===== src/rtl/core/linear_probe_hash_set_top_defines.svh =====
// ----------------------------------------------------------------------------
// Assertion macros for the linear probe hash set
// Concurrent checks clocked on clk and held off during reset.
// ----------------------------------------------------------------------------
`ifndef LINEAR_PROBE_HASH_SET_TOP_DEFINES_SVH
`define LINEAR_PROBE_HASH_SET_TOP_DEFINES_SVH

`ifndef SYNTHESIS

// Property must hold at every clock edge outside reset.
`define LPHS_ASSERT(lbl, prop, msg) \
	lbl: assert property (@(posedge clk) disable iff (!arst_n) (prop)) else $error(msg);

// Condition must never be true outside reset.
`define LPHS_NEVER(lbl, cond, msg) \
	lbl: assert property (@(posedge clk) disable iff (!arst_n) !(cond)) else $error(msg);

`else

`define LPHS_ASSERT(lbl, prop, msg)
`define LPHS_NEVER(lbl, cond, msg)

`endif

`endif


===== src/rtl/core/lphs_ram.sv =====
// ----------------------------------------------------------------------------
// lphs_ram
// Single-port-write, single-port-read RAM with a registered read.
// ----------------------------------------------------------------------------
module lphs_ram #(
	parameter int WIDTH = 8,
	parameter int DEPTH = 16
) (
	input  logic                     clk,
	input  logic                     we,
	input  logic [$clog2(DEPTH)-1:0] waddr,
	input  logic [WIDTH-1:0]         wdata,
	input  logic [$clog2(DEPTH)-1:0] raddr,
	output logic [WIDTH-1:0]         rdata
);

	logic [WIDTH-1:0] mem [DEPTH];

	always_ff @(posedge clk) begin
		if (we) begin
			mem[waddr] <= wdata;
		end
		rdata <= mem[raddr];
	end

endmodule


===== config.mk =====
export PLATFORM = sky130hd
export DESIGN_NAME = lphs_ram
export DESIGN_NICKNAME = d
export VERILOG_FILES = /design/src/rtl/core/linear_probe_hash_set_top_defines.svh /design/src/rtl/core/lphs_ram.sv
export SDC_FILE = /design/constraint.sdc
export NUM_CORES = 1
export LEC_CHECK = 0
export ABC_AREA = 1
export CAP_MARGIN = 40
export CORE_ASPECT_RATIO = 1.5
export CORE_MARGIN = 8
export CORE_UTILIZATION = 57
export DETAILED_ROUTE_END_ITERATION = 6
export DONT_BUFFER_PORTS = 1
export HOLD_SLACK_MARGIN = 0.1
export PLACE_DENSITY = 0.72
export SETUP_SLACK_MARGIN = 0.3
export SLEW_MARGIN = 0
export SYNTH_ARGS = -nofsm -noshare
export SYNTH_HDL_FRONTEND = slang
export SYNTH_SLANG_ARGS = --single-unit

===== constraint.sdc =====
create_clock -name clk -period 1.1 [get_ports clk]
set_input_delay 0.11 -clock clk [delete_from_list [all_inputs] [get_ports clk]]
set_output_delay 0.11 -clock clk [all_outputs]
set_load 0.02 [all_outputs]

==> metrics.txt <==
Synthesized Nets 569; Max IR drop VDD 1.334 mV; Fin Setup TNS 0 ns; root buf cell clkbuf_16; pwr dens 1737 nW/µm²; Post-CTS Setup Repair Bufs 0; worst stage delay on the critical path about 0.96 ns; Hold WS -0.1624 ns; Post-Place Cells 657; Leak 0.002885 µW; hpwl dp 7.702 mm; I/O pin count 26; # DRC 0; crit end category flop; final hold vios 8; die area 13660 µm²; failing checks hold timing; NumNets Final about 590; synth top area cells edfxtp_1, nand2_1, nand3_1; Setup WS pre-CTS between 0.07 and 0.08 ns; Final Wtd Congestion 0.8521; Finished Core Util 68.35%; num rows 45; Critical Path, Cell by Cell dlygate4sd3_1; IO Port Bufs 0; Pins Over Slew Limit 0; YS warnings 0; flip-flop and latch area roughly 4000 µm²; Tmin final 0.9604 ns; drt first pass iters 5; core area about 10000 µm²; vias in the first global route 3533; relative slew slack 52.19%; Die W 98.13 µm; DR vias/cell 5.370; CP bufs+invs 1; Final Skew a little over 0.005 ns; Final setup violation count 0; WS Path Type input pin to flop; Final WS setup approximately 0.14 ns; Gate Count Post-Synth 551; register area share after synthesis 69.43%; largest net degree at the start of global routing 66; top cell type's share of synthesized area 66.65%; Final Cycle Share 87.30%; status finished with violations; CP arrival 1.08 ns; Total Wirelength ~12 mm; TritonCTS Buffers 17; filler cell count 699; Yosys top cell by area edfxtp_1; Sink Count 136; MaxCap Viol Count 0; Routed Antenna Nets 0; ratio of cells with drive above 1 in the final layout 17.62%; DRT iter0 DRCs 360; data required time of the worst path 1.22 ns; worst min path class input pin to flop; Max Root-Sink Buffers 2; layout overhead on the synthesized area 18.12%; worst-margin pin slew 0.7172 ns; starting density of the core just under 60%; Clock transition at path regs about 0.060 ns; routed via count 3743; CP max-delay cell dlygate4sd3_1; RSZ-0062 raised after global routing yes; Total Routing Usage GR 18.85%; Unique masters post-synth 12; CTS tree yes; worst skew pair latency approximately 0.41 ns; fmax 1.041 GHz; Mapped Area 5767 µm²; Overflow after GRT 0; family with the most delay on the worst path buffers and inverters; initial antenna violation count 1; crit start category input pin; crit-path max FO 16; final cell count without fillers 697; Multi-input gate area between 1000 and 1500 µm²; H-tree levels 4; first-pass GRT wire length 19.06 mm; mean routed wirelength per cell 17.50 µm; Synth Area per Inst 10.47 µm²; Die Ht 139.2 µm; Seq cells post-synth 136
-- cell usage in the layout (no fill, tap or decap), drive strengths merged --
cell type / synthesis / routed
dlygate4sd3: 0 / 4
dlymetal6s4s: 0 / 4
clkbuf: 0 / 17
nand3: 97 / 97
diode: 0 / 1
nor2: 17 / 17
inv: 102 / 101
edfxtp: 128 / 128
clkinv: 0 / 6
nand2: 173 / 173
clkinvlp: 0 / 7
bufinv: 0 / 2
buf: 24 / 13
nand3b: 2 / 2
dfxtp: 8 / 8
-- stage by stage --
stage / hold slack (ns) / total power, µW / instance area, µm²
2_1_floorplan: 0.2089 / 6418 / 5909
3_3_place_gp: 0.2101 / 6467 / 6020
3_5_place_dp: 0.2100 / 6481 / 6020
4_1_cts: -0.2208 / 11820 / 6699
5_1_grt: -0.1690 / 12160 / 6812
6_report: -0.1624 / 11830 / 6812
-- state kept, by name (all words and copies together), names as in the netlist --
name	flops
rdata	8
mem	128
-- synth_stat cells --
| cell type | n |
|---|---|
| buf_1 | 1 |
| buf_2 | 13 |
| buf_4 | 4 |
| buf_6 | 6 |
| dfxtp_1 | 8 |
| edfxtp_1 | 128 |
| inv_1 | 100 |
| inv_2 | 2 |
| nand2_1 | 173 |
| nand3_1 | 97 |
| nand3b_1 | 2 |
| nor2_1 | 17 |
-- cell type report --
| cell class | count | area share [%] |
|---|---|---|
| multi-input cells | 289 | 21.38 |
| clock inverters | 14 | 1.965 |
| flip-flops and latches | 136 | 59.18 |
| repair buffers | 21 | 3.306 |
| inverters | 102 | 5.731 |
| clock buffers | 17 | 6.245 |
| diodes | 1 | 0.03674 |
| well taps | 117 | 2.149 |
-- path summary, 6_finish.rpt --
path                                  from         to  slack [ns]  cells after the start
worst min register to register  mem[13][2]   rdata[2]        0.67                      6
worst max register to register   mem[6][4]   rdata[4]        0.15                      6
worst max-delay path              wdata[4]  mem[9][4]        0.14                      1
worst min-delay path              raddr[3]   rdata[1]       -0.16                      2
-- power breakdown --
part	switching, µW	internal, µW	total (µW)	leakage (µW)
Clock	2030	3280	5310	0.000262
Combinational	418	215	633	0.00140
Sequential	84.6	5800	5890	0.00123
-- kinds of logic after synthesis --
group	share of synthesized area [%]
and+or+nand+nor	21.05
DFF	69.43
buffers and inverters	9.525
-- repair_timing --
item                                    CTS  global route
pin swaps                                12            10
endpoints found under the hold margin   200           136
endpoints found under the setup margin   16            80
hold buffers                              4             4
resized for setup                        26            18
-- metal layers --
metal	track usage, %	vias up	share of wire (%)
met5	0	-	0
met2	31.57	133	53
met4	8.498	0	2.3
met1	21.59	1774	39
met3	5.729	23	5.9
li1	-	1813	-
Power figures use the tool's default switching activity.
